**src/rtl/core/cct_pkg.sv**
```systemverilog
// Shared types, constants and helper functions of the component color transform.
package cct_pkg;

  localparam int SAMPLE_WIDTH_DEF   = 18;
  localparam int COEF_FRAC_BITS_DEF = 14;
  localparam int CLAMP_WIDTH        = 18;
  localparam int APB_ADDR_W         = 5;
  localparam int APB_DATA_W         = 32;
  localparam longint MICRO          = 64'sd1000000;

  typedef enum logic [1:0] {
    KIND_NONE = 2'd0,
    KIND_RCT  = 2'd1,
    KIND_ICT  = 2'd2,
    KIND_RSVD = 2'd3
  } kind_t;

  typedef enum logic [2:0] {
    REG_KIND  = 3'd0,
    REG_DIR   = 3'd1,
    REG_SHIFT = 3'd2,
    REG_CMIN  = 3'd3,
    REG_CMAX  = 3'd4
  } reg_idx_t;

  localparam logic DIR_FWD = 1'b0;
  localparam logic DIR_INV = 1'b1;

  typedef struct packed {
    logic [1:0]                    kind;
    logic                          dir;
    logic [3:0]                    lshift;
    logic signed [CLAMP_WIDTH-1:0] cmin;
    logic signed [CLAMP_WIDTH-1:0] cmax;
  } cfg_t;

  // Width of a level-shifted sample: room for the sample minus an offset up to 2^15.
  function automatic int dat_w(input int sw);
    return ((sw > 16) ? sw : 16) + 1;
  endfunction

  // Width of a transformed component before offset, clamp and saturation.
  function automatic int int_w(input int sw);
    return dat_w(sw) + 2;
  endfunction

  // Fixed-point coefficient: nearest integer to micro/1e6 * 2^frac.
  function automatic longint coef_q(input longint micro, input int frac);
    return (micro * (64'sd1 <<< frac) + MICRO / 2) / MICRO;
  endfunction

endpackage

```
**src/rtl/core/cct_post.sv**
```systemverilog
// Output stage: in inverse direction add the DC offset back and clamp; saturate in both directions.
module cct_post #(
  parameter int SAMPLE_WIDTH = cct_pkg::SAMPLE_WIDTH_DEF
) (
  input  logic                                             clk,
  input  logic                                             rst_n,
  input  logic                                             vld_in,
  input  logic signed [cct_pkg::int_w(SAMPLE_WIDTH)-1:0]   res [3],
  input  cct_pkg::cfg_t                                    cfg,
  output logic                                             vld_r,
  output logic signed [SAMPLE_WIDTH-1:0]                   out_r [3]
);

  localparam int IW = cct_pkg::int_w(SAMPLE_WIDTH);
  localparam int FW = IW + 1;

  localparam logic signed [FW-1:0] SAT_HI = FW'((64'sd1 <<< (SAMPLE_WIDTH - 1)) - 1);
  localparam logic signed [FW-1:0] SAT_LO = -SAT_HI - FW'(1);

  logic signed [FW-1:0]           off;
  logic signed [FW-1:0]           cmin;
  logic signed [FW-1:0]           cmax;
  logic signed [FW-1:0]           v     [3];
  logic signed [FW-1:0]           cl    [3];
  logic signed [SAMPLE_WIDTH-1:0] out_nxt [3];

  assign off  = FW'(1) <<< cfg.lshift;
  assign cmin = FW'(cfg.cmin);
  assign cmax = FW'(cfg.cmax);

  always_comb begin
    for (int i = 0; i < 3; i++) begin
      if (cfg.dir == cct_pkg::DIR_INV) begin
        v[i] = FW'(res[i]) + off;
        priority if (v[i] < cmin) begin
          cl[i] = cmin;
        end else if (v[i] > cmax) begin
          cl[i] = cmax;
        end else begin
          cl[i] = v[i];
        end
      end else begin
        v[i]  = FW'(res[i]);
        cl[i] = v[i];
      end
      priority if (cl[i] < SAT_LO) begin
        out_nxt[i] = SAT_LO[SAMPLE_WIDTH-1:0];
      end else if (cl[i] > SAT_HI) begin
        out_nxt[i] = SAT_HI[SAMPLE_WIDTH-1:0];
      end else begin
        out_nxt[i] = cl[i][SAMPLE_WIDTH-1:0];
      end
    end
  end

  always_ff @(posedge clk) begin
    if (!rst_n) begin
      vld_r <= 1'b0;
    end else begin
      vld_r <= vld_in;
    end
  end

  always_ff @(posedge clk) begin
    out_r <= out_nxt;
  end

endmodule

```
**config.mk**
```make
export PLATFORM = sky130hd
export DESIGN_NAME = cct_post
export DESIGN_NICKNAME = d
export VERILOG_FILES = /design/src/rtl/core/cct_pkg.sv /design/src/rtl/core/cct_post.sv
export SDC_FILE = /design/constraint.sdc
export NUM_CORES = 1
export LEC_CHECK = 0
export ABC_AREA = 1
export BUFFER_PORTS_ARGS = -buffer_cell sky130_fd_sc_hd__buf_2
export CAP_MARGIN = 20
export CELL_PAD_IN_SITES_DETAIL_PLACEMENT = 1
export CELL_PAD_IN_SITES_GLOBAL_PLACEMENT = 2
export CORE_MARGIN = 2
export CORE_UTILIZATION = 28
export DETAILED_ROUTE_END_ITERATION = 10
export MAX_ROUTING_LAYER = met4
export PLACE_DENSITY = 0.79
export SLEW_MARGIN = 25
export SYNTH_ARGS = -nofsm -noshare
export SYNTH_HDL_FRONTEND = slang
export SYNTH_SLANG_ARGS = --single-unit
```
**constraint.sdc**
```tcl
create_clock -name clk -period 4.53 [get_ports clk]
set_input_delay 0.6795 -clock clk [delete_from_list [all_inputs] [get_ports clk]]
set_output_delay 0.6795 -clock clk [all_outputs]
set_load 0.01 [all_outputs]
```
* After elaboration in Yosys (flattened, before gate mapping)
Cells that the tools add are included.
** Word-level totals
- Bits of input ports :: 109
- Register bits after elaboration :: 55
** Cells by class
- Mux-type cells :: 12
- Order comparisons :: 12
- Shift-type cells :: 1
- Add/sub/neg operators :: 3
** Operators by type and width (number)
- two-way mux 22 bit :: 9
- adder 21 x 22 -> 22 bit :: 3
- > comparator 22 x 18 -> 1 bit :: 3
- > comparator 22 x 18 -> 1 bit (second input constant) :: 3
- < comparator 22 x 18 -> 1 bit :: 3
- < comparator 22 x 18 -> 1 bit (second input constant) :: 3
- two-way mux 18 bit :: 3
- <<< shifter 2 x 4 -> 22 bit (first input constant) :: 1

* Depth between registers and ports, before layout
- Depth in word-level cells :: 8
- Mapped depth :: 38
- Mapped depth without buffers :: 38

* Least setup slack after synthesis
OpenSTA, ideal clock, no wires.
- Kind :: in2reg
- From :: input port cfg[39] (netlist name)
- To :: register out_r[47] (netlist name)
- Buffers on the path :: 3
- Arrival :: 4386 ps
- Library setup time :: 120 ps
- Cell stages on the path :: 33
- Data required time :: 4410 ps
- Slack :: 24 ps
- Cell sequence :: buf_2 inv_4 buf_2 nor3_1 ha_1 nand2_1 inv_1 nand2_1 nand2_1 a21oi_1 nand2_1 nand2_1 nand2_2 nand2_1 nand2_1 and2_1 ha_1 nand2_1 nor3_1 nand3_1 nor2_1 nand2_1 nand4_1 nand2_1 nor2_4 nand2_1 nand2_1 nand2_1 nor2_1 nand3_2 nand2_4 buf_8 a21oi_2
** On the way
- Word-level cells in the longest chain between the ends :: 8
- Elaborated cells between the ends (all ways) :: 10
** RTL lines
- start, declared :: line cct_post.sv:9 : input cct_pkg::cfg_t cfg,
- <<< shifter 2 x 4 -> 22 bit (*) :: line cct_post.sv:27 : assign off = FW'(1) <<< cfg.lshift;
- adder 21 x 22 -> 22 bit (*) :: line cct_post.sv:34 : v[i] = FW'(res[i]) + off;
- > comparator 22 x 18 -> 1 bit :: line cct_post.sv:37 : end else if (v[i] > cmax) begin
- two-way mux 22 bit :: line cct_post.sv:37
- two-way mux 22 bit (*) :: line cct_post.sv:35 : priority if (v[i] < cmin) begin
- two-way mux 22 bit (*) :: line cct_post.sv:33 : if (cfg.dir == cct_pkg::DIR_INV) begin
- > comparator 22 x 18 -> 1 bit :: line cct_post.sv:48 : end else if (cl[i] > SAT_HI) begin
- two-way mux 18 bit :: line cct_post.sv:48
- end signal, assigned :: line cct_post.sv:65 : out_r <= out_nxt;
- end, declared :: line cct_post.sv:11 : output logic signed [SAMPLE_WIDTH-1:0] out_r [3]
Every way passes the cells marked *; elsewhere a longest branch is shown, timed or not.
A chain may end at the register's enable or synchronous reset.

* Final worst setup path
- From :: input port cfg[38] (netlist name)
- To :: register out_r[4] (netlist name)
The elaborated chain is that of the path after synthesis.

==> results.toml <==
[logic_synthesis]
yosysSeqAreaShare_pct = 10.9
synth_warnings = 0
synth_flop_cell = "dfxtp_1"
syn_avg_cell_area_sq_um = 6.03
synth_enable_flop_cells = 0
ys_seq_elements = 55
syn_nets = 1956
syn-instance-count = 1670
async_reset_ff_share_pct = 0
syn_area_sq_mm = 0.0101
synth_cell_types = 52

[route]
wl_per_cell_um = 20.6
vias_per_cell = 5.15
drtIter0Drc = 648
drtAntennaViolNets = 0
vias = 13400
drc = 0
firstDrtPassIters = 5
wirelength_um = 53800

[pwr]
p_int_w = 0.00184
p_leak_nw = 8.44
clkPwrFrac_pct = 14.1
power_frac_comb_pct = 68.4
swShare_pct = 47.2
power_switching_w = 0.00164
report.power.total_w = 0.00348
ir_worst_vdd_mv = 0.136
seq_power_share_pct = 17.5
p_per_area_mw_per_mm2 = 209

[timing]
setup_violations = 0
finalWorstPathRequiredPeriod_ns = 4.52
max_freq_mhz = 221
fin_crit_sh_pct = 99.8
worst_pin_slew_ns = 1.11
setup_slack_ns = 0.00950
hold_violations = 0
rsz0062_at_grt = "yes"
maxSlewHeadroom_pct = 26.1
hold_ws_ns = 0.554
slew_viol_final = 0

[min_path]
min_from = "vld_in"
worstHoldPathCells = 3
min_path_type = "input port to register"

[clocking]
clockRootBuffer = "clkbuf_16"
clk_pin_slew_ns = 0.08
cts_hold_buf = 0
cts_htree_levels = 2
clockBufferDepth = 2
cts_buffers = 5
cts_tree = "done"
cts.sink_count = 55

[run]
cap_violations = 0

[finish]
diodes = 0
drive_above_1_share_pct = 44.4
nets = 2433
fin_area_sq_mm = 0.0166
area_growth_pct = 65.2

[setup_path]
critical_path.max_fanout = 8
startpoint = "cfg[38]"
slowest_stage = "ha_1"
cp_common_cell = "nand2_2"
cp-end-kind = "register"
max_stage_delay_ns = 0.27
critPathLaunchType = "input port"
arrival_ns = 4.75
critPathRequiredTime_ns = 4.76
critPathKind = "input port to register"

[placed_design]
place.gp.congestion = 0.950
dp_slack_ns = -0.819
io_buffers = 161
place_hpwl_um = 42300
placed_area_sq_mm = 0.0136

[die]
initial_core_util_pct = 28.4
die-area_sq_mm = 0.0375
rows = 69
ios = 164
fp.dieW_um = 194
core_sq_mm = 0.0355
die_h_um = 194

[global_route]
overflow = 0
grt_pass1_wl_um = 77100
grt_use_total_pct = 27.2
grt_max_degree = 73
antenna_found_initial = 0
grt_pass1_vias = 13400

[run_status]
status = "complete, no violations"
## cell families after synthesis
| logic type | synth area share (%) |
|---|---|
| flip-flops | 10.9 |
| AO/OA/AOI/OAI | 18.5 |
| AND/OR/NAND/NOR | 34.8 |
| buffers and inverters | 10.2 |
| XOR/XNOR | 3.39 |
| adder cells (fa/ha/maj) | 22.2 |
## path summary, 6_finish.rpt
path,endpoint
setup / recovery,out_r[4]
hold / removal,vld_r
## layout by cell type, fill, tap and decap left out, drive strengths merged, types with 6 or more instances in the layout
cell / count
nor3: 9
ha: 174
nand3: 94
o21bai: 6
o22ai: 19
o21ai: 107
a21o: 6
a21boi: 6
buf: 498
nand2: 535
dfxtp: 55
nor2: 133
nand4: 30
xor2: 26
nor4: 8
o211ai: 16
inv: 217
a31oi: 13
o21a: 6
a21oi: 139
xnor2: 13
and2: 8
clkbuf: 6
## metal layers
| layer | track usage (%) | wire (um) | part of all wire [%] |
|---|---|---|---|
| met4 | 6.90 | 1700 | 3.2 |
| met1 | 34.6 | 23900 | 44 |
| met5 | - | 0 | 0 |
| met3 | 1.79 | 1860 | 3.5 |
| met2 | 47.0 | 26300 | 49 |
## repair_timing
action | 4_1_cts | 5_1_grt
buffers inserted | 12 | 32
setup endpoints to repair | 53 | 54
pin swaps | 53 | 168
resized for setup | 187 | 385
gates cloned | 4 | 5
## layout make-up
| cell class | count | area (sq um) |
|---|---|---|
| clock buffers | 5 | 125 |
| clock inverters | 2 | 37.5 |
| fillers | 4516 | 18800 |
| inverters | 219 | 867 |
| multi-input cells | 1367 | 10300 |
| flip-flops and latches | 55 | 1100 |
| well taps | 461 | 577 |
| repair buffers | 499 | 3660 |
## worst max-delay path, delay by kind of cell
family          cells  cell delay, ns
buf+inv            12            1.48
compound gates      3            0.50
simple gates       15            1.45
fa+ha+maj           2            0.47
xor+xnor            1            0.16
## state kept, by name (all words and copies together) (netlist names)
register / cells
out_r: 54
vld_r: 1
## per-stage QoR
stage	utilization, %	instances	setup TNS [ns]
2_1_floorplan	-	1670	0
3_3_place_gp	38.2	2549	-31.32
3_5_place_dp	38.2	2549	-37.96
4_1_cts	41.3	2572	0
5_1_grt	46.9	2608	-8.98
6_report	46.9	2608	0
## power groups by stage
stage | clock [W] | combinational, W | sequential, W
2_1_floorplan | 0 | 0.000970 | 0.000679
3_3_place_gp | 0 | 0.00184 | 0.000619
3_5_place_dp | 0 | 0.00190 | 0.000622
4_1_cts | 0.000507 | 0.00204 | 0.000611
5_1_grt | 0.000518 | 0.00259 | 0.000622
6_report | 0.000492 | 0.00238 | 0.000610
## Yosys cell counts (10+ instances only)
master / instances / area share (%)
o211ai_1: 16 / 1.2
a21oi_2: 10 / 0.87
xnor2_1: 13 / 1.1
clkbuf_1: 20 / 0.74
o22ai_1: 19 / 1.2
a31oi_1: 13 / 0.81
nor2_1: 128 / 4.8
inv_1: 209 / 7.8
dfxtp_1: 55 / 11
ha_1: 174 / 22
nand2_1: 499 / 19
nand2_2: 22 / 1.4
a21oi_1: 127 / 6.3
nand4_1: 30 / 1.9
nand3_1: 87 / 4.3
o21ai_0: 98 / 4.9
xor2_1: 26 / 2.3
Power figures use the tool's default switching activity.
