==> config.mk <==
export PLATFORM = sky130hd
export DESIGN_NAME = cct_mat
export DESIGN_NICKNAME = d
export VERILOG_FILES = /design/src/rtl/core/cct_pkg.sv /design/src/rtl/core/cct_mat.sv
export SDC_FILE = /design/constraint.sdc
export NUM_CORES = 2
export LEC_CHECK = 0
export BUFFER_PORTS_ARGS = -buffer_cell sky130_fd_sc_hd__buf_2
export CAP_MARGIN = 20
export CORE_MARGIN = 5
export CORE_UTILIZATION = 30
export DETAILED_ROUTE_END_ITERATION = 8
export GPL_TIMING_DRIVEN = 0
export PLACE_DENSITY = 0.48
export SYNTH_ARGS = -nofsm -noshare
export SYNTH_HDL_FRONTEND = slang
export SYNTH_SLANG_ARGS = --single-unit
==> constraint.sdc <==
create_clock -name clk -period 7.8 [get_ports clk]
set_clock_uncertainty 0.1 [all_clocks]
set_input_delay 0.39 -clock clk [delete_from_list [all_inputs] [get_ports clk]]
set_output_delay 0.39 -clock clk [all_outputs]
set_load 0.1 [all_outputs]
==> src/rtl/core/cct_pkg.sv <==
// Shared types, constants and helper functions of the component color transform.
package cct_pkg;

  localparam int SAMPLE_WIDTH_DEF   = 18;
  localparam int COEF_FRAC_BITS_DEF = 14;
  localparam int CLAMP_WIDTH        = 18;
  localparam int APB_ADDR_W         = 5;
  localparam int APB_DATA_W         = 32;
  localparam longint MICRO          = 64'sd1000000;

  typedef enum logic [1:0] {
    KIND_NONE = 2'd0,
    KIND_RCT  = 2'd1,
    KIND_ICT  = 2'd2,
    KIND_RSVD = 2'd3
  } kind_t;

  typedef enum logic [2:0] {
    REG_KIND  = 3'd0,
    REG_DIR   = 3'd1,
    REG_SHIFT = 3'd2,
    REG_CMIN  = 3'd3,
    REG_CMAX  = 3'd4
  } reg_idx_t;

  localparam logic DIR_FWD = 1'b0;
  localparam logic DIR_INV = 1'b1;

  typedef struct packed {
    logic [1:0]                    kind;
    logic                          dir;
    logic [3:0]                    lshift;
    logic signed [CLAMP_WIDTH-1:0] cmin;
    logic signed [CLAMP_WIDTH-1:0] cmax;
  } cfg_t;

  // Width of a level-shifted sample: room for the sample minus an offset up to 2^15.
  function automatic int dat_w(input int sw);
    return ((sw > 16) ? sw : 16) + 1;
  endfunction

  // Width of a transformed component before offset, clamp and saturation.
  function automatic int int_w(input int sw);
    return dat_w(sw) + 2;
  endfunction

  // Fixed-point coefficient: nearest integer to micro/1e6 * 2^frac.
  function automatic longint coef_q(input longint micro, input int frac);
    return (micro * (64'sd1 <<< frac) + MICRO / 2) / MICRO;
  endfunction

endpackage

==> src/rtl/core/cct_mat.sv <==
// Matrix stages: ICT multiply, two-level sum and rounding, with the integer RCT alongside.
module cct_mat #(
  parameter int SAMPLE_WIDTH   = cct_pkg::SAMPLE_WIDTH_DEF,
  parameter int COEF_FRAC_BITS = cct_pkg::COEF_FRAC_BITS_DEF
) (
  input  logic                                             clk,
  input  logic                                             rst_n,
  input  logic                                             vld_in,
  input  logic signed [cct_pkg::dat_w(SAMPLE_WIDTH)-1:0]   d [3],
  input  cct_pkg::cfg_t                                    cfg,
  output logic                                             vld_r,
  output logic signed [cct_pkg::int_w(SAMPLE_WIDTH)-1:0]   res_r [3]
);

  localparam int DW = cct_pkg::dat_w(SAMPLE_WIDTH);
  localparam int IW = cct_pkg::int_w(SAMPLE_WIDTH);
  localparam int F  = COEF_FRAC_BITS;
  localparam int CW = F + 2;
  localparam int PW = DW + CW;

  localparam logic signed [CW-1:0] C_ONE  = CW'(64'sd1 <<< F);
  localparam logic signed [CW-1:0] C_YR   = CW'(cct_pkg::coef_q(64'sd299000, F));
  localparam logic signed [CW-1:0] C_YG   = CW'(cct_pkg::coef_q(64'sd587000, F));
  localparam logic signed [CW-1:0] C_YB   = CW'(cct_pkg::coef_q(64'sd114000, F));
  localparam logic signed [CW-1:0] C_UR   = CW'(-cct_pkg::coef_q(64'sd168750, F));
  localparam logic signed [CW-1:0] C_UG   = CW'(-cct_pkg::coef_q(64'sd331260, F));
  localparam logic signed [CW-1:0] C_HALF = CW'(cct_pkg::coef_q(64'sd500000, F));
  localparam logic signed [CW-1:0] C_VG   = CW'(-cct_pkg::coef_q(64'sd418690, F));
  localparam logic signed [CW-1:0] C_VB   = CW'(-cct_pkg::coef_q(64'sd81310, F));
  localparam logic signed [CW-1:0] C_RV   = CW'(cct_pkg::coef_q(64'sd1402000, F));
  localparam logic signed [CW-1:0] C_BU   = CW'(cct_pkg::coef_q(64'sd1772000, F));
  localparam logic signed [CW-1:0] C_GU   = CW'(-cct_pkg::coef_q(64'sd344136, F));
  localparam logic signed [CW-1:0] C_GV   = CW'(-cct_pkg::coef_q(64'sd714136, F));

  // Rows are output components, columns are input components.
  localparam logic signed [CW-1:0] FWD_M [3][3] = '{
    '{C_YR,   C_YG, C_YB},
    '{C_UR,   C_UG, C_HALF},
    '{C_HALF, C_VG, C_VB}
  };
  localparam logic signed [CW-1:0] INV_M [3][3] = '{
    '{C_ONE, '0,   C_RV},
    '{C_ONE, C_GU, C_GV},
    '{C_ONE, C_BU, '0}
  };

  localparam logic signed [PW:0] RND = (PW+1)'(1) <<< (F - 1);

  logic signed [PW-1:0]   p_nxt [3][3];
  logic signed [PW-1:0]   p_r   [3][3];
  logic signed [IW-1:0]   lin_nxt [3];
  logic signed [IW-1:0]   lin2_r  [3];
  logic signed [IW-1:0]   lin3_r  [3];
  logic signed [PW:0]     s01_r   [3];
  logic signed [PW:0]     s2_r    [3];
  logic signed [PW+1:0]   acc     [3];
  logic signed [IW-1:0]   res_nxt [3];
  logic signed [IW-1:0]   rsum;
  logic signed [IW-1:0]   gi;
  logic                   v2_r;
  logic                   v3_r;

  // Stage 2: nine products, integer RCT on the side.
  always_comb begin
    for (int i = 0; i < 3; i++) begin
      for (int j = 0; j < 3; j++) begin
        p_nxt[i][j] = PW'(d[j]) *
                      PW'((cfg.dir == cct_pkg::DIR_INV) ? INV_M[i][j] : FWD_M[i][j]);
      end
    end
  end

  always_comb begin
    rsum = '0;
    gi   = '0;
    if (cfg.kind == cct_pkg::KIND_RCT) begin
      if (cfg.dir == cct_pkg::DIR_FWD) begin
        rsum       = IW'(d[0]) + (IW'(d[1]) <<< 1) + IW'(d[2]);
        lin_nxt[0] = rsum >>> 2;
        lin_nxt[1] = IW'(d[2]) - IW'(d[1]);
        lin_nxt[2] = IW'(d[0]) - IW'(d[1]);
      end else begin
        rsum       = IW'(d[1]) + IW'(d[2]);
        gi         = IW'(d[0]) - (rsum >>> 2);
        lin_nxt[0] = IW'(d[2]) + gi;
        lin_nxt[1] = gi;
        lin_nxt[2] = IW'(d[1]) + gi;
      end
    end else begin
      for (int i = 0; i < 3; i++) begin
        lin_nxt[i] = IW'(d[i]);
      end
    end
  end

  // Stage 4: final add, round to nearest and pick the ICT or the integer path.
  always_comb begin
    for (int i = 0; i < 3; i++) begin
      acc[i] = (PW+2)'(s01_r[i]) + (PW+2)'(s2_r[i]);
      if (cfg.kind == cct_pkg::KIND_ICT) begin
        res_nxt[i] = IW'(acc[i] >>> F);
      end else begin
        res_nxt[i] = lin3_r[i];
      end
    end
  end

  always_ff @(posedge clk) begin
    if (!rst_n) begin
      v2_r  <= 1'b0;
      v3_r  <= 1'b0;
      vld_r <= 1'b0;
    end else begin
      v2_r  <= vld_in;
      v3_r  <= v2_r;
      vld_r <= v3_r;
    end
  end

  always_ff @(posedge clk) begin
    p_r    <= p_nxt;
    lin2_r <= lin_nxt;
    for (int i = 0; i < 3; i++) begin
      s01_r[i] <= (PW+1)'(p_r[i][0]) + (PW+1)'(p_r[i][1]);
      s2_r[i]  <= (PW+1)'(p_r[i][2]) + RND;
    end
    lin3_r <= lin2_r;
    res_r  <= res_nxt;
  end

endmodule

Yosys cells after proc, flatten, opt, wreduce, memory -nomap -nowiden --
Memories as Yosys holds them, arrays and structs flattened. Cells that the tools add are included.
Word-level totals: output and inout port bits 64, memory bits (writable) 216, flip-flop bits (word level) 504, memories kept 2
Operators by class: multipliers 9, add/sub/neg operators 17, equal/unequal tests 2, multiplexer cells 14
Memories:
- s01_r | words 3, width 36, rd ports 3, clocked after Yosys merged registers in 0, wr ports 3, RTL line cct_mat.sv:54 | logic signed [PW:0] s01_r [3];
- s2_r | words 3, width 36, rd ports 3, clocked after Yosys merged registers in 0, wr ports 3, RTL line cct_mat.sv:55 | logic signed [PW:0] s2_r [3];
Operators with widths (number):
- 19-bit by 35-bit multiplier with 35-bit output | 4
- 35-bit 2-to-1 mux | 4
- 63-bit 2-to-1 mux | 2
- 35-bit by 15-bit adder with 36-bit output (second input constant) | 3
- 35-bit adder | 3
- 19-bit by 16-bit multiplier with 35-bit output | 3
- 19-bit by 20-bit adder with 21-bit output | 3
- 21-bit 2-to-1 mux | 3
- 15-bit 2-to-1 mux | 3
- 19-bit by 19-bit subtractor with 20-bit output | 2
- 35-bit by 33-bit adder with 36-bit output | 1
- 35-bit by 34-bit adder with 36-bit output | 1
- 35-bit by 35-bit adder with 36-bit output | 1
- 19-bit by 15-bit multiplier with 34-bit output | 1
- 19-bit by 14-bit multiplier with 33-bit output | 1
- 21-bit by 19-bit adder with 21-bit output | 1
- 19-bit by 19-bit adder with 20-bit output | 1
- 19-bit by 18-bit subtractor with 20-bit output | 1
- 14-bit 2-to-1 mux | 1
- 10-bit 2-to-1 mux | 1
- 2-bit by 1-bit == test with 1-bit output (second input constant) | 1
- 2-bit == test (second input constant) | 1

Longest topological paths before layout --
word-level depth 5, depth in mapped cells 30, mapped depth without buffers 29

Worst setup path after synthesis --
No wires, ideal clock.
path kind input to register, from input cfg[40] (netlist bit), to register p_r[139] (netlist bit), slack 0.213 ns, data arrival time 7.415 ns, buffers on the path 3, stages on the path 26, cells stage by stage clkbuf_1 -> clkbuf_1 -> buf_1 -> nand2_1 -> inv_1 -> fa_1 -> inv_1 -> fa_1 -> fa_1 -> fa_1 -> inv_1 -> fa_1 -> fa_1 -> fa_1 -> ha_1 -> a21o_1 -> a211o_1 -> a211oi_1 -> o21ai_0 -> a31oi_1 -> a21oi_1 -> a41o_1 -> nor3_1 -> o21bai_1 -> a21oi_1 -> xnor2_1
RTL lines:
- start: declaration | RTL line cct_mat.sv:10 | input cct_pkg::cfg_t cfg,
- end signal: assignment | RTL line cct_mat.sv:121 | p_r <= p_nxt;
- end: declaration | RTL line cct_mat.sv:50 | logic signed [PW-1:0] p_r [3][3];

==> run_results.csv <==
group,metric,value,unit
outcome,status,"finished clean",
synthesis,proportion_of_netlist_area_held_by_the_largest_area_contributor,30.26,%
sta,fin_crit_sh,97.49,%
sta,timing.final.hold_violations,0,
die,core,0.2794,mm2
final_layout,final.fill_count,28700,
critical_path,crit_path_top_delay_cell,"sky130_fd_sc_hd__fa_1",
synthesis,synth_area_leader_cell,"sky130_fd_sc_hd__fa_1",
die,ios,167,
sta,fmaxAchievable,0.1315,GHz
critical_path,critical_path.max_fanout,10,
global_routing,antenna_violations_before_repair,50,
placement,dp_worst_setup_slack,-2.916,ns
clock_network,cts_made_buffers,84,
critical_path,end_kind,"register",
synthesis,synth_compound_area_share,9.465,%
synthesis,synth.distinct_cells,84,
synthesis,synth_top_family_by_area,"adder cells",
route,drt-pass1-iter-count,5,
synthesis,yosysWarnings,0,
clock_network,clock_path_buffers,3,
synthesis,yosys_most_used_dff,"sky130_fd_sc_hd__dfxtp_1",
synthesis,syn-instance-count,8622,
clock_network,clk_latency,0.72,ns
clock_network,tritoncts_clock_tree,"built",
sta,setup_ws,0.1954,ns
synthesis,fraction_of_the_mapped_netlist_area_in_simple_logic_gates,7.174,%
die,floorplan.initialDensity,30.12,%
die,num_rows,194,
worst_hold_path,holdCritPathClass,"in -> reg",
global_routing,grt_start_max_net_pins,26,
clock_network,cts.htree.levels,3,
route,detail_route.wl_per_cell,21.41,um
die,die_x,539.6,um
sta,tightestPinTransition,1.348,ns
final_layout,layout.core_utilization,33.73,%
sta,grt_setup_unrepaired,"yes",
sta,max-slew-margin-rel,9.468,%
placement,gp_congestion,0.9400,
sta,slew_viol_final,0,
synthesis,muxShareOfSynthArea,0.1829,%
final_layout,share_of_layout_cells_above_drive_strength_1,5.735,%
synthesis,synthesis.area,0.08414,mm2
synthesis,proportion_of_synthesized_chip_area_in_sequential_cells,15.97,%
synthesis,synth-edff-count,0,
route,routed-via-count,59620,
sta,setup_viol_count_final,0,
critical_path,timing.critical_path.required,8.31,ns
global_routing,globalRouteOverflowTotal,0,
placement,port-buffer-count,126,
critical_path,arrival,8.12,ns
final_layout,area_growth_from_synthesis_to_final_layout,11.99,%
route,routed_via_density,4.637,
global_routing,first_global_vias,62870,
global_routing,grt_first_pass_wirelength,410.2,mm
clock_network,tritoncts_num_sinks,671,
clock_network,root_driver,"sky130_fd_sc_hd__clkbuf_16",
global_routing,grt_util_all_layers,18.95,%
clock_network,cts.reportedPaths.clkPinSlew,0.06,ns
synthesis,ys_seq_elements,671,
flow_run,number_of_maximum_capacitance_constraint_violations,0,
critical_path,critPathMostFrequentCell,"sky130_fd_sc_hd__fa_1",
synthesis,share_of_async_settable_or_async_resettable_flops_after_synthesis,0,%
route,wirelength,275.2,mm
placement,post-dp-hpwl,238.6,mm
sta,period_minus_slack,7.605,ns
synthesis,area_share_of_xor_xnor_cells_in_the_synthesized_design,6.183,%
die,full_die_area,0.2912,mm2
synthesis,synth.top_cells.by_area,"sky130_fd_sc_hd__fa_1 30%, sky130_fd_sc_hd__ha_1 22%, sky130_fd_sc_hd__dfxtp_1 16%",
synthesis,syn_area_per_cell,9.759,um2
critical_path,timing.setup.critical_path_class,"in -> reg",
critical_path,setup.worst_path.start_class,"input pin",
die,dieHeight,539.6,um
route,drt-initial-drc-count,3520,
synthesis,synthAdderAreaFrac,51.86,%
final_layout,final_net_count,11850,
critical_path,critPathMaxStageDelay,0.71,ns
route,ant_nets,0,
route,drc,0,
==> routing by layer <==
| layer | part of all wire [%] | GRT usage (%) | vias to the layer above |
|---|---|---|---|
| li1 | - | - | 28290 |
| met1 | 45 | 25.50 | 29710 |
| met2 | 46 | 30.96 | 1317 |
| met3 | 5.1 | 2.666 | 304 |
| met4 | 4.3 | 7.042 | 4 |
| met5 | 0.011 | 0 | - |
==> synth_stat cells, types with 6 or more instances <==
master	number
sky130_fd_sc_hd__o31a_1	8
sky130_fd_sc_hd__o22ai_1	8
sky130_fd_sc_hd__nand3b_1	9
sky130_fd_sc_hd__fa_1	1272
sky130_fd_sc_hd__and3_1	40
sky130_fd_sc_hd__o41ai_1	10
sky130_fd_sc_hd__ha_1	1452
sky130_fd_sc_hd__o31ai_1	23
sky130_fd_sc_hd__and4_1	6
sky130_fd_sc_hd__o21bai_1	53
sky130_fd_sc_hd__inv_1	1951
sky130_fd_sc_hd__a31o_2	18
sky130_fd_sc_hd__a211o_1	12
sky130_fd_sc_hd__clkbuf_1	88
sky130_fd_sc_hd__or4_1	8
sky130_fd_sc_hd__nand2b_1	69
sky130_fd_sc_hd__buf_1	12
sky130_fd_sc_hd__nand4_1	30
sky130_fd_sc_hd__a21boi_0	9
sky130_fd_sc_hd__o21a_1	81
sky130_fd_sc_hd__or3_1	34
sky130_fd_sc_hd__a211oi_1	60
sky130_fd_sc_hd__nor3_1	81
sky130_fd_sc_hd__nand3_1	99
sky130_fd_sc_hd__nor4_1	8
sky130_fd_sc_hd__o21ai_0	275
sky130_fd_sc_hd__a31oi_1	38
sky130_fd_sc_hd__o211ai_1	18
sky130_fd_sc_hd__xnor2_1	441
sky130_fd_sc_hd__a311oi_1	7
sky130_fd_sc_hd__and2_1	23
sky130_fd_sc_hd__o2111ai_1	7
sky130_fd_sc_hd__mux2i_1	12
sky130_fd_sc_hd__nor2b_1	67
sky130_fd_sc_hd__nor2_1	364
sky130_fd_sc_hd__nand2_1	452
sky130_fd_sc_hd__a21oi_1	369
sky130_fd_sc_hd__a2111oi_0	8
sky130_fd_sc_hd__or2_2	20
sky130_fd_sc_hd__a21o_1	162
sky130_fd_sc_hd__a41o_1	7
sky130_fd_sc_hd__xor2_1	153
sky130_fd_sc_hd__dfxtp_1	671
==> final cells by class <==
| cell class | instances | area [um2] | area share [%] |
|---|---|---|---|
| timing repair buffer | 228 | 1634 | 1.734 |
| antenna | 49 | 122.6 | 0.1301 |
| multi-input combinational | 5985 | 63530 | 67.42 |
| sequential | 671 | 13430 | 14.26 |
| buffer | 96 | 452.9 | 0.4807 |
| tap | 3724 | 4659 | 4.945 |
| clock buffer | 104 | 2268 | 2.407 |
| clock inverter | 46 | 661.9 | 0.7024 |
| inverter | 1954 | 7468 | 7.926 |
==> placed cells by master (no fill, tap or decap), types with 85 or more instances in the layout <==
| cell type | count |
|---|---|
| sky130_fd_sc_hd__a21o_1 | 162 |
| sky130_fd_sc_hd__a21oi_1 | 368 |
| sky130_fd_sc_hd__buf_2 | 126 |
| sky130_fd_sc_hd__clkbuf_16 | 85 |
| sky130_fd_sc_hd__conb_1 | 90 |
| sky130_fd_sc_hd__dfxtp_1 | 671 |
| sky130_fd_sc_hd__fa_1 | 1267 |
| sky130_fd_sc_hd__ha_1 | 1450 |
| sky130_fd_sc_hd__inv_1 | 1918 |
| sky130_fd_sc_hd__nand2_1 | 436 |
| sky130_fd_sc_hd__nand3_1 | 99 |
| sky130_fd_sc_hd__nor2_1 | 356 |
| sky130_fd_sc_hd__o21ai_0 | 270 |
| sky130_fd_sc_hd__xnor2_1 | 440 |
| sky130_fd_sc_hd__xor2_1 | 153 |
==> state kept, by name, indices dropped and copies added, names as in the netlist, 62 cells and up <==
name and flops:
res_r 63, s2_r 99, p_r 282, lin3_r 62
s01_r 100, lin2_r 62
==> final timing paths <==
path | startpoint | to | slack [ns] | cells after the start
hold reg to reg | lin2_r[49]$_DFF_P_ | lin3_r[49]$_DFF_P_ | 0.21 | 0
setup / recovery | cfg[40] | p_r[33]$_DFF_P_ | 0.20 | 28
setup reg to reg | p_r[280]$_DFF_P_ | s01_r[0][68]$_DFF_P_ | 2.95 | 11
hold / removal | d[40] | lin2_r[44]$_DFF_P_ | 0.06 | 3
==> per-stage QoR <==
| step | setup TNS [ns] | instance area (um2) | hold slack [ns] | cells |
|---|---|---|---|---|
| 2_1_floorplan | 0 | 84470 | 0.2096 | 8710 |
| 6_report | 0 | 94230 | 0.05864 | 12860 |
| 3_5_place_dp | -206.11 | 90180 | 0.2121 | 12590 |
| 4_1_cts | 0 | 93610 | 0.005606 | 12760 |
| 3_3_place_gp | -473.91 | 89760 | 0.2110 | 12560 |
| 5_1_grt | -0.1945 | 94200 | 0.05048 | 12850 |
==> repair_timing <==
action | in CTS | in global routing
setup buffers | 25 | 44
endpoints found under the hold margin | 4 | 0
pin swaps | 2 | 2
hold buffers | 4 | 0
endpoints found under the setup margin | 111 | 21
gates resized for setup | 93 | 44
==> cells by family after synthesis <==
group,count (synthesis)
muxes,15
buffers and inverters,2054
xor gates and xnor gates,594
other,2
and+or+nand+nor,1319
DFF,671
AOI/OAI and AO/OA,1243
adders and majority gates,2724
==> critical path: cells and delay by family <==
| kind | cells | cell delay, ns |
|---|---|---|
| AOI/OAI and AO/OA | 5 | 0.91 |
| buffers and inverters | 10 | 1.72 |
| adders and majority gates | 8 | 3.85 |
| and+or+nand+nor | 4 | 1.00 |
| xor gates and xnor gates | 1 | 0.16 |
Power is not shown: default switching activity piles up to over one toggle a cycle in this logic, so the estimate is an artifact.
