<file path="config.mk">
export PLATFORM = sky130hd
export DESIGN_NAME = cct_pre
export DESIGN_NICKNAME = d
export VERILOG_FILES = /design/src/rtl/core/cct_pkg.sv /design/src/rtl/core/cct_pre.sv
export SDC_FILE = /design/constraint.sdc
export NUM_CORES = 1
export LEC_CHECK = 0
export BUFFER_PORTS_ARGS = -buffer_cell sky130_fd_sc_hd__buf_4
export CAP_MARGIN = 25
export CELL_PAD_IN_SITES_DETAIL_PLACEMENT = 0
export CELL_PAD_IN_SITES_GLOBAL_PLACEMENT = 2
export CORE_AREA = 10 10 126 128
export CTS_CLUSTER_DIAMETER = 50
export CTS_CLUSTER_SIZE = 14
export DETAILED_ROUTE_END_ITERATION = 8
export DIE_AREA = 0 0 136 138
export PLACE_DENSITY = 0.79
export SYNTH_ARGS = -nofsm -noshare
export SYNTH_HDL_FRONTEND = slang
export SYNTH_SLANG_ARGS = --single-unit
</file>
<file path="constraint.sdc">
create_clock -name clk -period 4.24 [get_ports clk]
set_input_delay 0.848 -clock clk [delete_from_list [all_inputs] [get_ports clk]]
set_output_delay 0.848 -clock clk [all_outputs]
set_load 0.05 [all_outputs]
</file>
<file path="src/rtl/core/cct_pkg.sv">
// Shared types, constants and helper functions of the component color transform.
package cct_pkg;

  localparam int SAMPLE_WIDTH_DEF   = 18;
  localparam int COEF_FRAC_BITS_DEF = 14;
  localparam int CLAMP_WIDTH        = 18;
  localparam int APB_ADDR_W         = 5;
  localparam int APB_DATA_W         = 32;
  localparam longint MICRO          = 64'sd1000000;

  typedef enum logic [1:0] {
    KIND_NONE = 2'd0,
    KIND_RCT  = 2'd1,
    KIND_ICT  = 2'd2,
    KIND_RSVD = 2'd3
  } kind_t;

  typedef enum logic [2:0] {
    REG_KIND  = 3'd0,
    REG_DIR   = 3'd1,
    REG_SHIFT = 3'd2,
    REG_CMIN  = 3'd3,
    REG_CMAX  = 3'd4
  } reg_idx_t;

  localparam logic DIR_FWD = 1'b0;
  localparam logic DIR_INV = 1'b1;

  typedef struct packed {
    logic [1:0]                    kind;
    logic                          dir;
    logic [3:0]                    lshift;
    logic signed [CLAMP_WIDTH-1:0] cmin;
    logic signed [CLAMP_WIDTH-1:0] cmax;
  } cfg_t;

  // Width of a level-shifted sample: room for the sample minus an offset up to 2^15.
  function automatic int dat_w(input int sw);
    return ((sw > 16) ? sw : 16) + 1;
  endfunction

  // Width of a transformed component before offset, clamp and saturation.
  function automatic int int_w(input int sw);
    return dat_w(sw) + 2;
  endfunction

  // Fixed-point coefficient: nearest integer to micro/1e6 * 2^frac.
  function automatic longint coef_q(input longint micro, input int frac);
    return (micro * (64'sd1 <<< frac) + MICRO / 2) / MICRO;
  endfunction

endpackage

</file>
<file path="src/rtl/core/cct_pre.sv">
// Input stage: register the pixel and remove the DC offset in forward direction.
module cct_pre #(
  parameter int SAMPLE_WIDTH = cct_pkg::SAMPLE_WIDTH_DEF
) (
  input  logic                                             clk,
  input  logic                                             rst_n,
  input  logic                                             vld_in,
  input  logic signed [SAMPLE_WIDTH-1:0]                   c0,
  input  logic signed [SAMPLE_WIDTH-1:0]                   c1,
  input  logic signed [SAMPLE_WIDTH-1:0]                   c2,
  input  cct_pkg::cfg_t                                    cfg,
  output logic                                             vld_r,
  output logic signed [cct_pkg::dat_w(SAMPLE_WIDTH)-1:0]   d_r [3]
);

  localparam int DW = cct_pkg::dat_w(SAMPLE_WIDTH);

  logic signed [DW-1:0] off;
  logic signed [DW-1:0] d_nxt [3];

  // Offset is 2^lshift going forward, nothing going back.
  assign off = (cfg.dir == cct_pkg::DIR_FWD) ? (DW'(1) <<< cfg.lshift) : '0;

  always_comb begin
    d_nxt[0] = DW'(c0) - off;
    d_nxt[1] = DW'(c1) - off;
    d_nxt[2] = DW'(c2) - off;
  end

  always_ff @(posedge clk) begin
    if (!rst_n) begin
      vld_r <= 1'b0;
    end else begin
      vld_r <= vld_in;
    end
  end

  always_ff @(posedge clk) begin
    d_r <= d_nxt;
  end

endmodule

</file>
* Word level (Yosys, flattened, before mapping) *
Index checks and enable logic that the tools add are counted.
Widths: inputs -> output; s select.

cells by class
  add/subtract/negate cells = 3
  shifts and indexed selects = 1
  muxes and demuxes = 1

operators by type and width
  cell                   count
  $sub 18x19->19         3
  $mux 19                1
  $sshl 1x4->19 const A  1

word-level totals
  register bits = 58
  input bits = 100
  output and inout port bits = 58
  word-level logic and storage cells = 9

* Depth between registers and ports, before layout *
Gate-level depths: netlist (run 1).

  word-level depth = 3
  gate-level depth with buffers = 13
  depth with buffers taken out = 13

* Worst setup path before layout (run 1) *
Ideal clock, no wire load.

  path kind = input port to flip-flop
  start = input cfg[37] (netlist name)
  end = register d_r[14] (netlist name)
  data arrival time = 3.189 ns
  data required time = 4.168 ns
  path slack = 0.979 ns
  cell stages on the path = 13
  path buffers = 0
  path through = nor3_1 and2_1 ha_1 inv_1 fa_1 a21o_1 a21oi_1 o21ai_1 a31oi_1 or3b_1 nand2b_1 a21oi_1 xnor2_1

RTL lines
  element               line           source
  start, declared       cct_pre.sv:11  input cct_pkg::cfg_t cfg,
  end signal, assigned  cct_pre.sv:39  d_r <= d_nxt;
  end, declared         cct_pre.sv:13  output logic signed [cct_pkg::dat_w(SAMPLE_WIDTH)-1:0] d_r [3]

==> results.md, run 1 <==
- Among all cell types in the netlist, the one instantiated most often is sky130_fd_sc_hd__dfxtp_1.
- The critical-path maximum fanout is 4.
- At the pin with the least slew margin, the transition time is roughly 0.52 ns.
- In this design, the stage delay of the slowest critical-path cell is 0.41 ns.
- In the routed layout, each cell is associated on average with a via count of between 4 and 5.
- After clock tree synthesis, the repair step resized 0 gates.
- The number of maximum-capacitance violations is 0.
- The post-synthesis cell area is ~3500 sq um.
- The proportion of netlist area held by the largest area contributor is 32.84%.
- The worst hold path passes through 2 cells.
- By instance count, the cell type seen most on the critical path is sky130_fd_sc_hd__a21oi_1.
- For this run, the number of Yosys warnings is 0.
- The sort of element at the end of the critical path is a flop.
- Sorting the synthesized cells by how often they occur yields 58 x sky130_fd_sc_hd__dfxtp_1, 48 x sky130_fd_sc_hd__ha_1, 41 x sky130_fd_sc_hd__nand2_1.
- On the critical path the largest part of the delay comes from compound AO/OA/AOI/OAI gates.
- The kind of start point of the critical path is an input pin.
- Setup repair after global routing left no endpoint under its margin.
- The total routed wirelength is 10.99 mm.
- In the final routed layout, each cell accounts on average for between 15 and 20 um.
- The run finished with clean final reports.
- The total overflow left after global routing is 0.
- CTS saw between 50 and 60 sinks.
- The synthesized-area fraction occupied by ao, oa, aoi and oai cells is a little under a fifth.
- The number of max-slew violations in the final report came to 0.
- The largest net degree at the start of global routing is 11.
- The synthesized design contains between 50 and 60 register bits.
- The synthesized area divided by synthesized cell count is between 8 and 9 sq um.
- The share of final-layout standard cells stronger than drive strength 1 is between 20% and 30%.
- The synthesized netlist devotes 10.65% of its cell area to XOR and XNOR gates.
- In this run the number of cells on the critical path is 14.
- The sum of negative setup slack is 0 ns.
- The required time of the worst setup path is between 4 and 5 ns.
- The number of DRC markers in iteration 0 is about 130.
- Of the synthesized area, sequential elements account for around a third.
- The portion of the clock cycle consumed by the worst path in the final layout is around 80%.
- The number of hold violations in the final report was 0.
- The clock period could shrink to 3.473 ns.
- The instance count of the mapped netlist is a little under 400.
- The floorplan has 43 rows.
- The net count after synthesis is 549.
- The clock passes through at most 2 buffers.
- The number of global-route vias before repair is 3347.
- Timing would allow up to between 200 and 300 MHz.
- After synthesis, the largest family of logic cells by area is compound AO/OA/AOI/OAI gates.
- The number of hold buffers added after CTS was 0.
- For this design the static power due to leakage is 0.002215 uW.
- The simple-gate share of the synthesized area is between 10% and 20%.
- The total area of multi-input combinational cells is 2285 sq um.
- The clock tree from TritonCTS is done.
- The final number of setup-violating endpoints is 0.
- The number of placed instances, taps included, is roughly 700.
- During I/O placement, the number of pins put on the boundary was 158.
- The synthesized netlist devotes between 10% and 20% of its cell area to adder and majority cells.
- Summing all placed instances gives a cell area of between 4000 and 5000 sq um.
- The largest individual stage delay along the critical path comes from the cell sky130_fd_sc_hd__fa_1.
- The final RePlAce weighted congestion is around 0.76.
- After filler insertion, the fill cell instance count of the layout stands at approximately 1400.
- Buffers added to address setup during post-CTS repair amount to 0.
- After clock tree synthesis, the clock-pin slew on the worst setup and hold paths is about 0.05 ns.
- The global-route usage over all layers is approximately an eighth.
- sky130_fd_sc_hd__dfxtp_1 takes more of the synthesized area than any other cell.
- Once the floorplan was initialized, standard cells occupied 26.18% of the core.
- The unique cell type count in the Yosys netlist is between 40 and 50.
- The highest ir drop seen on vdd is roughly 0.16 mV.
- Measured against the total synthesized area, the mux share comes to 0%.
- In this run the clock root is driven by a sky130_fd_sc_hd__clkbuf_16.
- The post-detailed-route count of antenna-violating nets is 0.
- Data on the critical path arrives at its endpoint at 3.73 ns.
- The number of buffer cells added on primary ports is about 120.
- In the synthesized netlist the dominant register cell turns out to be sky130_fd_sc_hd__dfxtp_1.
- The footprint of the flip-flops and latches is between 1000 and 1500 sq um.
- For this run, design rule violations remaining after detail routing come to 0.
- The final route contains 3240 vias.
- The initial antenna violation count was 0.
- The number of iterations in the first detailed-routing pass is 6.
- The repair_antennas step left the layout with diodes totalling 0.
- The final-stage net count is 679.
- The core region area is 13500 sq um.
- The die boundary height is 138 um.
- The buffer and inverter count on the worst path is 2.
- The finished layout holds roughly 710 standard cells, fillers aside.
- For this design the ratio of total power to cell area is 411.0 nW/um^2.
- The first global-routing pass estimated 17.14 mm of wire.
- In this run, synthesis inferred 0 flip-flops with an integrated enable.
- Counting flops with an async set or reset pin after synthesis yields a share of 0%.
- The die is roughly 140 um wide.
- The total number of H-tree levels is 3.
- The floorplan step defined a die boundary enclosing 18770 sq um.
- The critical path goes through buf_4 -> nor3_1 -> and2_1 -> ha_1 -> inv_1 -> fa_1 -> a21o_1 -> a21oi_1 -> o21ai_1 -> a31oi_1 -> or3b_1 -> nand2b_1 -> a21oi_1 -> xnor2_1.
- The total half-perimeter wirelength after legalization and detailed placement is 9.049 mm.
- Hold is met by between 0.7 and 0.8 ns.
- The min-delay analysis places its worst path in the category in2reg.
- The critical path in this run is classified as in2reg.
- The tightest slew margin relative to the limit is between 60 and 70%.
- By area the synthesized netlist is led by sky130_fd_sc_hd__dfxtp_1 33%, sky130_fd_sc_hd__ha_1 17%, sky130_fd_sc_hd__xnor2_1 5.7%, sky130_fd_sc_hd__xor2_1 5.0%, sky130_fd_sc_hd__a21oi_1 4.7%.
- The finished cells cover a little under 5000 sq um.
- The area growth from synthesis to final layout is 39.67%.
- The number of buffers created by CTS is 9.
flip-flops by register name, indices dropped and copies added (netlist names):
name   count
vld_r      1
d_r       57
worst paths after layout:
path / startpoint / endpoint / slack (ns)
setup / recovery: cfg[37] / d_r[14] / 0.77
hold / removal: c2[17] / d_r[17] / 0.71
cells in the final DEF, fill, tap and decap left out, types with 3 or more instances in the layout:
cell	count
sky130_fd_sc_hd__nand2_1	41
sky130_fd_sc_hd__ha_1	48
sky130_fd_sc_hd__fa_1	3
sky130_fd_sc_hd__o211ai_1	6
sky130_fd_sc_hd__and2_1	4
sky130_fd_sc_hd__clkinvlp_4	3
sky130_fd_sc_hd__dfxtp_1	58
sky130_fd_sc_hd__o21bai_1	3
sky130_fd_sc_hd__inv_1	22
sky130_fd_sc_hd__a31oi_1	6
sky130_fd_sc_hd__a21oi_1	33
sky130_fd_sc_hd__nand4_1	5
sky130_fd_sc_hd__buf_4	120
sky130_fd_sc_hd__clkbuf_16	9
sky130_fd_sc_hd__xor2_1	20
sky130_fd_sc_hd__nand3_1	9
sky130_fd_sc_hd__nor2_1	24
sky130_fd_sc_hd__a21o_1	12
sky130_fd_sc_hd__xnor2_1	23
sky130_fd_sc_hd__o21ai_0	13
sky130_fd_sc_hd__nand2b_1	10
sky130_fd_sc_hd__nor2b_1	8
sky130_fd_sc_hd__and3_1	4
sky130_fd_sc_hd__nor3_1	6
sky130_fd_sc_hd__o21a_1	4
sky130_fd_sc_hd__o21ai_1	8
layout make-up:
class / count / share of cell area (%)
Inverter: 23 / 1.748
Timing Repair Buffer: 120 / 18.24
Clock buffer: 11 / 5.118
Sequential cell: 58 / 23.51
Clock inverter: 4 / 0.5574
Multi-Input combinational cell: 316 / 46.26
Tap cell: 180 / 4.560
power by group:
part           switching [uW]  internal [uW]  total (uW)  leakage [uW]
registers                21.7            621         643      0.000489
clock network             265            422         687      0.000130
logic                     456            243         700       0.00160
kinds of logic (layout without fill, tap and decap cells):
logic type      after synthesis  after routing
flops                        58             58
simple gates                120            120
fa+ha+maj                    51             51
buf+inv                      24            158
compound gates              102            102
xor+xnor                     43             43
metrics by stage:
stage	total power, uW	worst slack [ns]	util, %
2_1_floorplan	1130	0.9793	-
3_3_place_gp	1357	0.4434	34.49
3_5_place_dp	1360	0.4009	34.49
4_1_cts	2058	0.7050	36.57
5_1_grt	2136	0.4753	36.57
6_report	2030	0.7665	36.57
metal layers:
layer | part of all wire (%) | vias to the layer above | wire length [um] | track usage [%]
met1 | 43 | 1468 | 4763 | 13.45
met2 | 47 | 79 | 5120 | 18.96
met5 | 0 | - | 0 | 0
met3 | 8.1 | 16 | 886 | 4.094
met4 | 2.0 | 0 | 221 | 4.823
li1 | - | 1677 | - | -
No activity file was read; power rests on OpenSTA's default activity.
==> run 2: changes to the inputs <==
CORE_AREA = 10 10 133 135   (was 10 10 126 128)
DIE_AREA = 0 0 143 145   (was 0 0 136 138)
PLACE_DENSITY = 0.74   (was 0.79)
clock period = 3.05 ns   (was 4.24 ns; I/O delays follow)
==> run 2 against run 1 <==
Compared with the run above:
- via count is 6.4% higher
- power is 45% higher
- die area is 10% higher
- highest routed layer unchanged
- combinational power is 51% higher
- largest power group unchanged
==> results.md, run 2 (synthesis gave the netlist of run 1 again) <==
- The die area is 20740 sq um (was 18770 sq um).
- The flip-flop count of the largest register after layout is 57 (unchanged).
- The largest net degree at the start of global routing was 11 (unchanged).
- The post-detailed-route count of antenna-violating nets is 0 (unchanged).
- Leading cell types in the layout, fill and taps excluded: 203 x sky130_fd_sc_hd__buf_4, 58 x sky130_fd_sc_hd__dfxtp_1, 48 x sky130_fd_sc_hd__ha_1, 41 x sky130_fd_sc_hd__nand2_1, 31 x sky130_fd_sc_hd__a21oi_1 (was 120 x sky130_fd_sc_hd__buf_4, 58 x sky130_fd_sc_hd__dfxtp_1, 48 x sky130_fd_sc_hd__ha_1, 41 x sky130_fd_sc_hd__nand2_1, 33 x sky130_fd_sc_hd__a21oi_1).
- The final number of setup-violating endpoints is 0 (unchanged).
- The cell repeated most along the worst path was sky130_fd_sc_hd__buf_4 (was sky130_fd_sc_hd__a21oi_1).
- The startpoint of the worst hold path is c2[17] (unchanged).
- The maximum number of buffers from clock root to sink is 2 (unchanged).
- The final-stage net count came to 762 (was 679).
- The clock tree from TritonCTS is done (unchanged).
- The number of buffers created by CTS is 9 (unchanged).
- The remaining global-route overflow came to 0 (unchanged).
- The number of maximum-capacitance violations is 0 (unchanged).
- The footprint of the flip-flops and latches is 1161 sq um (unchanged).
- The minimum clock period after layout is 2.884 ns.
- The number of max-slew violations in the final report is 0 (unchanged).
- Largest registers: d_r: 57 flops, vld_r: 1 flops (unchanged).
- The total leakage power is 0.002621 uW (was 0.002215 uW).
- The total number of H-tree levels is 3 (unchanged).
- The horizontal die dimension was 143 um (was 136 um).
- The number of DRC markers in iteration 0 is 66 (was 132).
- The global-route usage over all layers is 11.06% (was 11.63%).
- The kind of critical path is in2reg (unchanged).
- The longest individual stage delay on the worst path came to 0.36 ns (was 0.41 ns).
- The cell with the biggest individual delay on the critical path is sky130_fd_sc_hd__a2111oi_4 (was sky130_fd_sc_hd__fa_1).
- The number of placed I/O pins is 158 (unchanged).
- The worst hold slack after final layout is 0.4613 ns (was 0.7094 ns).
- The total area of multi-input combinational cells is 2326 sq um (was 2285 sq um).
- The effective utilization at floorplan is 23.52% (was 26.18%).
- The clock edge transition at the registers on the reported setup and hold paths is 0.05 ns (about the same).
- The standard cell area after detailed placement is 5291 sq um (was 4658 sq um).
- The post-CTS setup-driven buffer insertion count is 0 (unchanged).
- Timing would allow up to approximately 350 MHz.
- The portion of the clock cycle consumed by the worst path in the final layout is between 90% and 100%.
- The critical-path maximum fanout is 6 (was 4).
- The number of vias in the routed layout came to 3447 (was 3240).
- The final RePlAce weighted congestion is 0.7873 (was 0.7588).
- Cell chain of the critical path: buf_4 -> nor3_1 -> buf_4 -> nand2_1 -> ha_1 -> nor2b_1 -> o31a_1 -> o31ai_2 -> o21ai_2 -> a21oi_2 -> nand2b_2 -> a2111oi_4 -> xor2_1 (was buf_4 -> nor3_1 -> and2_1 -> ha_1 -> inv_1 -> fa_1 -> a21o_1 -> a21oi_1 -> o21ai_1 -> a31oi_1 -> or3b_1 -> nand2b_1 -> a21oi_1 -> xnor2_1).
- The hold path depth is 2 (unchanged).
- The number of cell rows is 45 (was 43).
- The count of fill cells added during filler insertion is 1596 (was 1384).
- The die boundary height is 145 um (was 138 um).
- The count of cells resized by post-cts repair was 0 (unchanged).
- The register with the most flip-flops is d_r (unchanged).
- The count of hold-fix buffers inserted at cts came to 0 (unchanged).
- The area growth from synthesis to final layout was 58.95% (was 39.67%).
- The sum of negative setup slack is 0 ns (unchanged).
- The highest ir drop seen on vdd is 0.2313 mV (was 0.1553 mV).
- The share of final-layout standard cells stronger than drive strength 1 is 37.82% (was 26.69%).
- The post-route DRC violation count is 0 (unchanged).
- The power per unit of standard cell area came to 525.0 nW/um^2 (was 411.0 nW/um^2).
- The via count normalized by instance count is 4.287 (was 4.551).
- The arrival time at the worst endpoint came to 3.15 ns (was 3.73 ns).
- The library cell used as clock root buffer is sky130_fd_sc_hd__clkbuf_16 (unchanged).
- The final non-filler cell area is 5620 sq um (was 4938 sq um).
- The pre-CTS worst setup slack is -0.3134 ns (was 0.4009 ns).
- The kind of start point of the critical path was an input pin (unchanged).
- The endpoint with the worst hold slack is d_r[17] (unchanged).
- The most common cell after layout, fill and taps aside is sky130_fd_sc_hd__buf_4 (unchanged).
- The number of buffer cells added on primary ports is 119 (unchanged).
- The slew at the pin closest to its max-slew limit is 0.3415 ns (was 0.5212 ns).
- The required time of the worst setup path is 3.32 ns (was 4.50 ns).
- The number of iterations in the first detailed-routing pass is 4 (was 6).
- The wire length of the first global-routing pass is 18.11 mm (was 17.14 mm).
- The number of global-route vias before repair is 3716 (was 3347).
- The sort of element at the end of the critical path was a flop (unchanged).
- The core region area is 15030 sq um (was 13500 sq um).
- Status: finished, final reports clean (unchanged).
- The total routed wirelength is 11.17 mm (was 10.99 mm).
- RSZ-0062 raised after global routing: true (was false).
- The final worst-path setup slack is 0.1662 ns (was 0.7665 ns).
- The tightest slew margin relative to the limit was 76.92% (was 65.18%).
- The total half-perimeter wirelength after legalization and detailed placement was 9.606 mm (was 9.049 mm).
- The number of hold violations in the final report is 0 (unchanged).
- The clock sink total is 58 (unchanged).
- The worst min-delay path class is in2reg (unchanged).
- The average wire length per cell after detail routing is 13.90 um (was 15.44 um).
- The total inserted antenna cells is 0 (unchanged).
- The initial antenna violation count is 0 (unchanged).
-- run 2: worst max-delay path by stage --
stage                     endpoint  cells past startpoint    start  slack, ns
after global routing       d_r[16]                     14  cfg[38]     0.0009
final                      d_r[17]                     13  cfg[37]       0.17
after detailed placement   d_r[54]                     15  cfg[37]      -0.31
after global placement     d_r[54]                     15  cfg[37]      -0.31
after CTS                  d_r[54]                     15  cfg[37]       0.03
after floorplan            d_r[14]                     13  cfg[37]       0.03
-- run 2: area by class of cell --
| class | instances | share of cell area [%] |
|---|---|---|
| clock buffer | 11 | 4.141 |
| sequential | 58 | 20.66 |
| inverter | 23 | 1.536 |
| tap | 188 | 4.185 |
| timing repair buffer | 203 | 27.11 |
| multi-input combinational | 316 | 41.38 |
| clock inverter | 5 | 0.9795 |
-- run 2: routing by layer --
| layer | share of wire, % | wire, um | up-vias | track usage [%] |
|---|---|---|---|---|
| met5 | 0 | 0 | - | 0 |
| met4 | 1.9 | 213 | 0 | 5.108 |
| met3 | 5.7 | 635 | 13 | 2.966 |
| met2 | 49 | 5522 | 66 | 18.78 |
| met1 | 43 | 4802 | 1527 | 12.51 |
| li1 | - | - | 1841 | - |
-- run 2: power breakdown --
| part | leakage, uW | switching (uW) | total (uW) | internal [uW] |
|---|---|---|---|---|
| logic | 0.00200 | 652 | 1060 | 411 |
| registers | 0.000489 | 31.5 | 895 | 864 |
| clock network | 0.000136 | 364 | 993 | 629 |
-- run 2: critical path: cells and delay by family --
family          cells  cell delay, ns
compound gates      5            1.16
xor+xnor            1            0.16
fa+ha+maj           1            0.34
buf+inv             2            0.26
simple gates        4            0.61
-- run 2: per-stage QoR --
step                      total power, uW  instances  utilization, %
after global placement               1972        788           35.20
after global routing                 3106        804           37.39
after floorplan                      1571        398               -
after detailed placement             1977        788           35.20
after CTS                            2994        804           37.11
final                                2951        804           37.39
